File: config.mk
export PLATFORM = sky130hd
export DESIGN_NAME = link_cluster_labeler
export DESIGN_NICKNAME = d
export VERILOG_FILES = /design/src/sv/lcl_pkg.sv /design/src/sv/lcl_idx_ram.sv /design/src/sv/link_cluster_labeler.sv
export SDC_FILE = /design/constraint.sdc
export NUM_CORES = 2
export LEC_CHECK = 0
export BUFFER_PORTS_ARGS = -buffer_cell sky130_fd_sc_hd__buf_2
export CAP_MARGIN = 40
export CORE_ASPECT_RATIO = 1.2
export CORE_MARGIN = 1.5
export CORE_UTILIZATION = 40
export DETAILED_ROUTE_END_ITERATION = 8
export GPL_TIMING_DRIVEN = 1
export SYNTH_ARGS = -nofsm -noshare
export SYNTH_HDL_FRONTEND = slang
export SYNTH_SLANG_ARGS = --single-unit
File: constraint.sdc
create_clock -name clk -period 8.8 [get_ports clk]
set_input_delay 1.76 -clock clk [delete_from_list [all_inputs] [get_ports clk]]
set_output_delay 1.76 -clock clk [all_outputs]
set_load 0.02 [all_outputs]
File: src/sv/lcl_pkg.sv
// ----------------------------------------------------------------------------
// lcl_pkg
// Shared constants and types of the link cluster labeler.
// ----------------------------------------------------------------------------
package lcl_pkg;

  localparam int MAX_CUST = 64;
  localparam int IDX_W    = 6;
  localparam int CNT_W    = 7;

  localparam logic [1:0] OP_QUERY  = 2'd0;
  localparam logic [1:0] OP_UNLINK = 2'd1;
  localparam logic [1:0] OP_LINK   = 2'd2;

  localparam logic       ST_OK  = 1'b0;
  localparam logic       ST_BAD = 1'b1;

  typedef struct packed {
    logic             en;
    logic [IDX_W-1:0] addr;
    logic [IDX_W-1:0] data;
  } ram_wr_t;

  typedef enum logic [13:0] {
    S_IDLE    = 14'b00000000000001,
    S_U_START = 14'b00000000000010,
    S_U_C     = 14'b00000000000100,
    S_U_SCAN  = 14'b00000000001000,
    S_U_PROP  = 14'b00000000010000,
    S_U_SPLIT = 14'b00000000100000,
    S_U_RELAB = 14'b00000001000000,
    S_U_END   = 14'b00000010000000,
    S_L_SET   = 14'b00000100000000,
    S_L_KL    = 14'b00001000000000,
    S_L_SCAN  = 14'b00010000000000,
    S_RD_OUT  = 14'b00100000000000,
    S_RD_WAIT = 14'b01000000000000,
    S_FIN     = 14'b10000000000000
  } state_t;

endpackage

File: src/sv/lcl_idx_ram.sv
// ----------------------------------------------------------------------------
// lcl_idx_ram
// Index-wide memory with one write port, one registered read port and a
// valid bit per entry; an entry never written reads as its own address.
// ----------------------------------------------------------------------------
module lcl_idx_ram
  import lcl_pkg::*;
(
  input  logic             clk,
  input  logic             rst_n,
  input  logic             clr,
  input  ram_wr_t          wr,
  input  logic [IDX_W-1:0] rd_addr,
  output logic [IDX_W-1:0] rd_data
);

  logic [IDX_W-1:0]    mem [MAX_CUST];
  logic [MAX_CUST-1:0] vld_r;
  logic [IDX_W-1:0]    q_r;
  logic                qv_r;
  logic [IDX_W-1:0]    qa_r;

  always_ff @(posedge clk) begin
    if (wr.en) begin
      mem[wr.addr] <= wr.data;
    end
    q_r  <= mem[rd_addr];
    qa_r <= rd_addr;
  end

  always_ff @(posedge clk) begin
    if (!rst_n || clr) begin
      vld_r <= '0;
      qv_r  <= 1'b0;
    end else begin
      qv_r <= vld_r[rd_addr];
      if (wr.en) begin
        vld_r[wr.addr] <= 1'b1;
      end
    end
  end

  assign rd_data = qv_r ? q_r : qa_r;

endmodule

File: src/sv/link_cluster_labeler.sv
// ----------------------------------------------------------------------------
// link_cluster_labeler
// Keeps connected-component labels of a one-link-per-customer graph, updated
// by link and unlink items, and answers each item with label and count.
// ----------------------------------------------------------------------------
//   Channel  Direction  Handshake              Payload
//   in_      input      in_valid / in_ready    opcode, customer, target
//   out_     output     out_valid / out_ready  table_label, table_count, status
//   config   APB write  psel, penable, pwrite  active_customers at address 0
//
// A query reads the customer's label; a rejected item goes straight to the
// result. Unlink scans the N active customers, repeats reachability passes
// until one changes nothing, and relabels a split part if a label is free;
// link unlinks a present link first, then merges both labels unless equal.
// in_ready is high only while the sequencer is idle; a new result waits for the
// previous one to leave the output register. Reset restores 64 self-linked.
module link_cluster_labeler
  import lcl_pkg::*;
(
  input  logic             clk,
  input  logic             rst_n,
  input  logic             in_valid,
  output logic             in_ready,
  input  logic [1:0]       in_opcode,
  input  logic [IDX_W-1:0] in_customer,
  input  logic [IDX_W-1:0] in_target,
  output logic             out_valid,
  input  logic             out_ready,
  output logic [IDX_W-1:0] out_table_label,
  output logic [CNT_W-1:0] out_table_count,
  output logic             out_status,
  input  logic             psel,
  input  logic             penable,
  input  logic             pwrite,
  input  logic [2:0]       paddr,
  input  logic [31:0]      pwdata,
  output logic [31:0]      prdata,
  output logic             pready
);

  state_t              state_r;
  logic [CNT_W-1:0]    n_r;
  logic [CNT_W-1:0]    total_r;
  logic [1:0]          op_r;
  logic [IDX_W-1:0]    cu_r;
  logic [IDX_W-1:0]    tg_r;
  logic [CNT_W-1:0]    i_r;
  logic                s1_v_r;
  logic [IDX_W-1:0]    s1_i_r;
  logic [IDX_W-1:0]    c_r;
  logic [IDX_W-1:0]    r_r;
  logic                rf_r;
  logic                chg_r;
  logic                split_r;
  logic [IDX_W-1:0]    k_r;
  logic [IDX_W-1:0]    l_r;
  logic [IDX_W-1:0]    lo_r;
  logic [IDX_W-1:0]    hi_r;
  logic [MAX_CUST-1:0] present_r;
  logic [MAX_CUST-1:0] member_r;
  logic [MAX_CUST-1:0] mark_r;
  logic [IDX_W-1:0]    res_label_r;
  logic                res_status_r;
  logic                out_valid_r;
  logic [IDX_W-1:0]    out_label_r;
  logic [CNT_W-1:0]    out_count_r;
  logic                out_status_r;

  logic                cfg_wr;
  logic [CNT_W-1:0]    cfg_val;
  logic                in_acc;
  logic                in_bad;
  logic                scan_on;
  logic [IDX_W-1:0]    la_addr;
  logic [IDX_W-1:0]    la_data;
  logic [IDX_W-1:0]    lb_data;
  logic [IDX_W-1:0]    lk_data;
  ram_wr_t             lab_wr;
  ram_wr_t             lnk_wr;
  logic                prop_hit;

  assign pready   = 1'b1;
  assign cfg_wr   = psel && penable && pwrite && pready && (paddr[2] == 1'b0);
  assign prdata   = (paddr[2] == 1'b0) ? {{(32-CNT_W){1'b0}}, n_r} : 32'd0;

  always_comb begin
    cfg_val = pwdata[CNT_W-1:0];
    if (cfg_val == '0) begin
      cfg_val = CNT_W'(1);
    end else if (cfg_val > CNT_W'(MAX_CUST)) begin
      cfg_val = CNT_W'(MAX_CUST);
    end
  end

  assign in_ready = (state_r == S_IDLE);
  assign in_acc   = in_valid && in_ready;
  assign in_bad   = ({1'b0, in_customer} >= n_r) ||
                    ((in_opcode == OP_LINK) && ({1'b0, in_target} >= n_r));
  assign scan_on  = (i_r < n_r);

  assign out_valid       = out_valid_r;
  assign out_table_label = out_label_r;
  assign out_table_count = out_count_r;
  assign out_status      = out_status_r;

  always_comb begin
    unique case (state_r)
      S_U_SCAN, S_L_SCAN: la_addr = i_r[IDX_W-1:0];
      default:            la_addr = cu_r;
    endcase
  end

  assign prop_hit = s1_v_r && member_r[s1_i_r] && present_r[s1_i_r] &&
                    ({1'b0, lk_data} < n_r) && member_r[lk_data] &&
                    (mark_r[s1_i_r] != mark_r[lk_data]);

  always_comb begin
    lab_wr = '0;
    if ((state_r == S_U_RELAB) && scan_on &&
        member_r[i_r[IDX_W-1:0]] && !mark_r[i_r[IDX_W-1:0]]) begin
      lab_wr.en   = 1'b1;
      lab_wr.addr = i_r[IDX_W-1:0];
      lab_wr.data = total_r[IDX_W-1:0];
    end else if ((state_r == S_L_SCAN) && s1_v_r) begin
      lab_wr.addr = s1_i_r;
      if ((la_data == k_r) || (la_data == l_r)) begin
        lab_wr.en   = 1'b1;
        lab_wr.data = lo_r;
      end else if (la_data > hi_r) begin
        lab_wr.en   = 1'b1;
        lab_wr.data = la_data - IDX_W'(1);
      end
    end
  end

  always_comb begin
    lnk_wr      = '0;
    lnk_wr.en   = (state_r == S_L_SET);
    lnk_wr.addr = cu_r;
    lnk_wr.data = tg_r;
  end

  lcl_idx_ram u_lab_a (
    .clk     (clk),
    .rst_n   (rst_n),
    .clr     (cfg_wr),
    .wr      (lab_wr),
    .rd_addr (la_addr),
    .rd_data (la_data)
  );

  lcl_idx_ram u_lab_b (
    .clk     (clk),
    .rst_n   (rst_n),
    .clr     (cfg_wr),
    .wr      (lab_wr),
    .rd_addr (tg_r),
    .rd_data (lb_data)
  );

  lcl_idx_ram u_lnk (
    .clk     (clk),
    .rst_n   (rst_n),
    .clr     (cfg_wr),
    .wr      (lnk_wr),
    .rd_addr (i_r[IDX_W-1:0]),
    .rd_data (lk_data)
  );

  always_ff @(posedge clk) begin
    if (!rst_n) begin
      state_r     <= S_IDLE;
      n_r         <= CNT_W'(MAX_CUST);
      total_r     <= CNT_W'(MAX_CUST);
      present_r   <= '1;
      out_valid_r <= 1'b0;
      s1_v_r      <= 1'b0;
      i_r         <= '0;
    end else begin
      if (out_valid_r && out_ready && (state_r != S_FIN)) begin
        out_valid_r <= 1'b0;
      end
      if (cfg_wr) begin
        n_r       <= cfg_val;
        total_r   <= cfg_val;
        present_r <= '1;
      end
      unique case (state_r)
        S_IDLE: begin
          if (in_acc) begin
            op_r <= in_opcode;
            cu_r <= in_customer;
            tg_r <= in_target;
            if (in_bad) begin
              res_label_r  <= '0;
              res_status_r <= ST_BAD;
              state_r      <= S_FIN;
            end else if (in_opcode == OP_UNLINK) begin
              state_r <= S_U_START;
            end else if (in_opcode == OP_LINK) begin
              state_r <= present_r[in_customer] ? S_U_START : S_L_SET;
            end else begin
              state_r <= S_RD_OUT;
            end
          end
        end
        S_U_START: begin
          present_r[cu_r] <= 1'b0;
          member_r        <= '0;
          mark_r          <= '0;
          state_r         <= S_U_C;
        end
        S_U_C: begin
          c_r     <= la_data;
          rf_r    <= 1'b0;
          i_r     <= '0;
          s1_v_r  <= 1'b0;
          state_r <= S_U_SCAN;
        end
        S_U_SCAN: begin
          s1_v_r <= scan_on;
          s1_i_r <= i_r[IDX_W-1:0];
          if (scan_on) begin
            i_r <= i_r + CNT_W'(1);
          end
          if (s1_v_r && (la_data == c_r)) begin
            member_r[s1_i_r] <= 1'b1;
            if (!rf_r) begin
              r_r  <= s1_i_r;
              rf_r <= 1'b1;
            end
          end
          if (!scan_on && !s1_v_r) begin
            mark_r[r_r] <= 1'b1;
            i_r         <= '0;
            chg_r       <= 1'b0;
            state_r     <= S_U_PROP;
          end
        end
        S_U_PROP: begin
          s1_v_r <= scan_on;
          s1_i_r <= i_r[IDX_W-1:0];
          if (scan_on) begin
            i_r <= i_r + CNT_W'(1);
          end
          if (prop_hit) begin
            mark_r[s1_i_r]  <= 1'b1;
            mark_r[lk_data] <= 1'b1;
            chg_r           <= 1'b1;
          end
          if (!scan_on && !s1_v_r) begin
            i_r   <= '0;
            chg_r <= 1'b0;
            if (!chg_r) begin
              split_r <= 1'b0;
              state_r <= S_U_SPLIT;
            end
          end
        end
        S_U_SPLIT: begin
          if (scan_on) begin
            i_r <= i_r + CNT_W'(1);
            if (member_r[i_r[IDX_W-1:0]] && !mark_r[i_r[IDX_W-1:0]]) begin
              split_r <= 1'b1;
            end
          end else begin
            i_r     <= '0;
            state_r <= (split_r && (total_r < n_r)) ? S_U_RELAB : S_U_END;
          end
        end
        S_U_RELAB: begin
          if (scan_on) begin
            i_r <= i_r + CNT_W'(1);
          end else begin
            total_r <= total_r + CNT_W'(1);
            state_r <= S_U_END;
          end
        end
        S_U_END: begin
          state_r <= (op_r == OP_LINK) ? S_L_SET : S_RD_OUT;
        end
        S_L_SET: begin
          present_r[cu_r] <= 1'b1;
          state_r         <= S_L_KL;
        end
        S_L_KL: begin
          k_r    <= la_data;
          l_r    <= lb_data;
          lo_r   <= (la_data < lb_data) ? la_data : lb_data;
          hi_r   <= (la_data < lb_data) ? lb_data : la_data;
          i_r    <= '0;
          s1_v_r <= 1'b0;
          state_r <= (la_data == lb_data) ? S_RD_OUT : S_L_SCAN;
        end
        S_L_SCAN: begin
          s1_v_r <= scan_on;
          s1_i_r <= i_r[IDX_W-1:0];
          if (scan_on) begin
            i_r <= i_r + CNT_W'(1);
          end
          if (!scan_on && !s1_v_r) begin
            if (total_r > CNT_W'(1)) begin
              total_r <= total_r - CNT_W'(1);
            end
            state_r <= S_RD_OUT;
          end
        end
        S_RD_OUT: begin
          state_r <= S_RD_WAIT;
        end
        S_RD_WAIT: begin
          res_label_r  <= la_data;
          res_status_r <= ST_OK;
          state_r      <= S_FIN;
        end
        S_FIN: begin
          if (!out_valid_r || out_ready) begin
            out_valid_r  <= 1'b1;
            out_label_r  <= res_label_r;
            out_count_r  <= total_r;
            out_status_r <= res_status_r;
            state_r      <= S_IDLE;
          end
        end
        default: begin
          state_r <= S_IDLE;
        end
      endcase
    end
  end

endmodule

==> key figures <==
Outcome
  • Status: complete, no violations

Layout
  • Post-route insts no fill: about 6,700
  • Finished Cell Area: ~68,000 µm²
  • Final nets: 4,726
  • Share of cells above drive strength 1: 18.1%
  • Finished Core Util: 45.1%
  • Area Overhead vs Synth: 11.6%

Clock network
  • CTS tree: built
  • Clock latency on the worst-skew pair: slightly below 0.8 ns
  • H-tree depth: 4
  • Clock sink total: 1,308
  • Buffers from clock root to sink, at most: 3
  • Number of hold buffers added after cts: 0
  • Clk slew on worst S/H paths: about 0.060 ns
  • Clock root cell: clkbuf_16
  • Post_cts resized: 0
  • Num CTS Buffers: about 130
  • Post CTS Setup Buffer Count: 0

Routing
  • Via count: around 42,000
  • Initial DRC count: roughly 5,000
  • Met2 WL: 90,900 µm
  • Max layer used: met5
  • Metal3 WL: between 10,000 and 15,000 µm
  • Final WL: ~190,000 µm
  • Met1 wire length: around 71,000 µm
  • DRC viols: 0
  • Pre-antenna DRT Iters: 7
  • WL/cell: roughly 28 µm
  • Post-DRT Antenna Nets: 0
  • Vias per cell: about 6.2

Timing
  • Setup repair after global routing missed its margin: no
  • Worst-margin pin slew: between 1 and 1.5 ns
  • FMAX: about 170 MHz
  • Fin crit share: between 60% and 70%
  • Final hold viol count: 0
  • Worst hold slack: between 0.4 and 0.5 ns
  • Worst slew margin: between 30% and 40%
  • Final setup violation count: 0
  • Setup TNS: 0 ns
  • Clock Skews: about 0.038 ns
  • Final min period: about 6 ns
  • Fin. max-slew vios: 0

Die
  • Row count: about 160
  • Die Width: roughly 360 µm
  • Die H: 431 µm
  • Core area: roughly 150,000 µm²
  • # IOs: between 100 and 150
  • Die area: between 150,000 and 200,000 µm²
  • Starting density of the core: between 40% and 50%

Flow run
  • Total of max-cap violations: 0

Synth
  • Count leader, synth: edfxtp_1
  • Yosys Warn Count: 0
  • Synth Cell Area: between 60,000 and 70,000 µm²
  • Netlist cell types: 101
  • Fraction of registers with async set/reset: 0%
  • Register area share after synthesis: just under 60%
  • Most frequent cells after synthesis: edfxtp_1, nor2_1, nand2_1
  • Synth area leaders: edfxtp_1, mux4_2, dfxtp_1
  • Share of the synthesized area in the top cell type: about 48%
  • Leading area contributor after synthesis: edfxtp_1
  • FF+latch count, synth: about 1,300
  • Post-synth EDFFs: a little under 1,000
  • Syn Inst Count: around 4,600
  • Primary FF master, synth: edfxtp_1
  • Avg Inst Size Synth: ~13 µm²

Critical path
  • Crit path launch type: flop
  • Crit path arrival time: 6.33 ns
  • Most used cell, CP: buf_4
  • CP Capture Type: flop
  • WP data required: ~9.2 ns
  • Crit path max fanout: 42
  • Slowest stage delay, CP: about 0.75 ns
  • Worst-path cell chain: mux2i_4 > buf_4 > inv_2 > nand3_1 > o22ai_1 > a211oi_2 > o32ai_1 > a31o_1 > or4_1 > or3_1 > a21oi_4 > buf_4
  • Critical path class: flop to flop
  • Worst-path cell with the longest stage delay: nand3_1

Pwr
  • Share of total power in the clock network: 42.7%
  • Pwr/cell area: between 150 and 200 nW/µm²
  • Switch share: about a quarter
  • Switching power: 3.22 mW
  • Int Pwr: approximately 10 mW
  • Comb power frac: 7.4%
  • Peak supply drop: around 0.15 mV
  • Sequential Power Share: between 40% and 50%
  • P_leak: about 22 nW

Global routing
  • Vias in the first global route: slightly above 40,000
  • Initial antenna violation count: 3
  • Grt total ovfl: 0
  • Global Route Usage Sum: about a quarter
  • First-pass GRT wire length: 276,000 µm
  • Largest net degree at the start of global routing: between 100 and 150

Placed design
  • Placed Cells: 6,460
  • Gpl congestion: ~1
  • # port buffers: 51
  • Post-Place Cell Area: roughly 64,000 µm²
  • Dpl hpwl: 124,000 µm

Hold path
  • Worst hold path type: flop to flop
==> routing by layer <==
| layer | vias up | global-route usage [%] |
|---|---|---|
| met2 | 2055 | 39.6 |
| li1 | 18000 | - |
| met3 | 507 | 4.22 |
| met1 | 21000 | 29.7 |
| met4 | 4 | 13.0 |
| met5 | - | 0 |
==> metrics by stage <==
step	total power [mW]	worst slack [ns]
4_1_cts	13.5	2.99
6_report	13.5	2.88
3_5_place_dp	7.85	2.98
3_3_place_gp	7.82	3.11
5_1_grt	13.8	2.72
2_1_floorplan	7.46	2.45
==> registers in the layout, indices dropped and copies added, names as in the netlist, 14 cells and up <==
name / count
u_lab_b.mem: 384
u_lnk.mem: 384
present_r: 64
state_r: 14
u_lnk.vld_r: 64
u_lab_b.vld_r: 64
mark_r: 64
member_r: 64
u_lab_a.vld_r: 64
==> final timing paths <==
kind	startpoint	endpoint	slack (ns)	cells after the start
worst max-delay path	u_lnk.qv_r	mark_r[61]	2.88	12
worst min-delay path	res_status_r	out_status	0.42	0
worst max register to register	u_lnk.qv_r	mark_r[61]	2.88	12
worst min register to register	res_status_r	out_status	0.42	0
==> cell families (layout without fill, tap and decap cells) <==
| kind of cell | count (synthesis) | count (layout) | synth area share, % |
|---|---|---|---|
| and+or+nand+nor | 1335 | 1335 | 10.4 |
| DFF | 1308 | 1308 | 58.9 |
| AOI/OAI and AO/OA | 936 | 936 | 10.1 |
| muxes | 509 | 509 | 15.7 |
| buffers and inverters | 443 | 530 | 3.22 |
| adders and majority gates | 49 | 49 | 1.01 |
| xor gates and xnor gates | 41 | 41 | 0.589 |
| other | 2 | 28 | 0.0123 |
==> placed cells by master, fill, tap and decap left out, drive strengths merged, types with 21 or more instances in the layout <==
| cell | count |
|---|---|
| a211o | 21 |
| a21oi | 220 |
| a22oi | 32 |
| a31oi | 51 |
| buf | 192 |
| clkbuf | 181 |
| clkinv | 48 |
| conb | 26 |
| dfxtp | 332 |
| edfxtp | 976 |
| ha | 49 |
| inv | 95 |
| mux2 | 25 |
| mux2i | 133 |
| mux4 | 351 |
| nand2 | 422 |
| nand2b | 23 |
| nand3 | 101 |
| nand3b | 79 |
| nand4 | 32 |
| nor2 | 435 |
| nor2b | 33 |
| nor3 | 52 |
| nor4 | 22 |
| o21a | 78 |
| o21ai | 86 |
| o22ai | 258 |
| o31ai | 25 |
| xnor2 | 32 |
==> worst max-delay path: cells and delay by family, from the launching register on <==
family / cells / cell delay, ns
AOI/OAI and AO/OA: 5 / 1.40
DFF: 1 / 0.68
muxes: 1 / 0.31
buffers and inverters: 3 / 1.34
and+or+nand+nor: 3 / 1.74
==> final cells by class <==
type,count,area (µm²)
clock inverters,68,736
well taps,1975,2470
repair buffers,192,1550
fillers,13500,83000
flip-flops and latches,1308,36000
multi-input cells,2896,23300
diodes,2,5.00
clock buffers,181,3680
inverters,89,337
==> power by group through the flow <==
stage               registers [mW]  logic, mW  clock network [mW]
floorplan                     6.86      0.609                   0
global placement              6.86      0.958                   0
detailed placement            6.86      0.989                   0
CTS                           6.72      0.992                5.83
global route                  6.73       1.05                6.06
finish                        6.73      0.991                5.75
(Power assumes the default switching activity.)
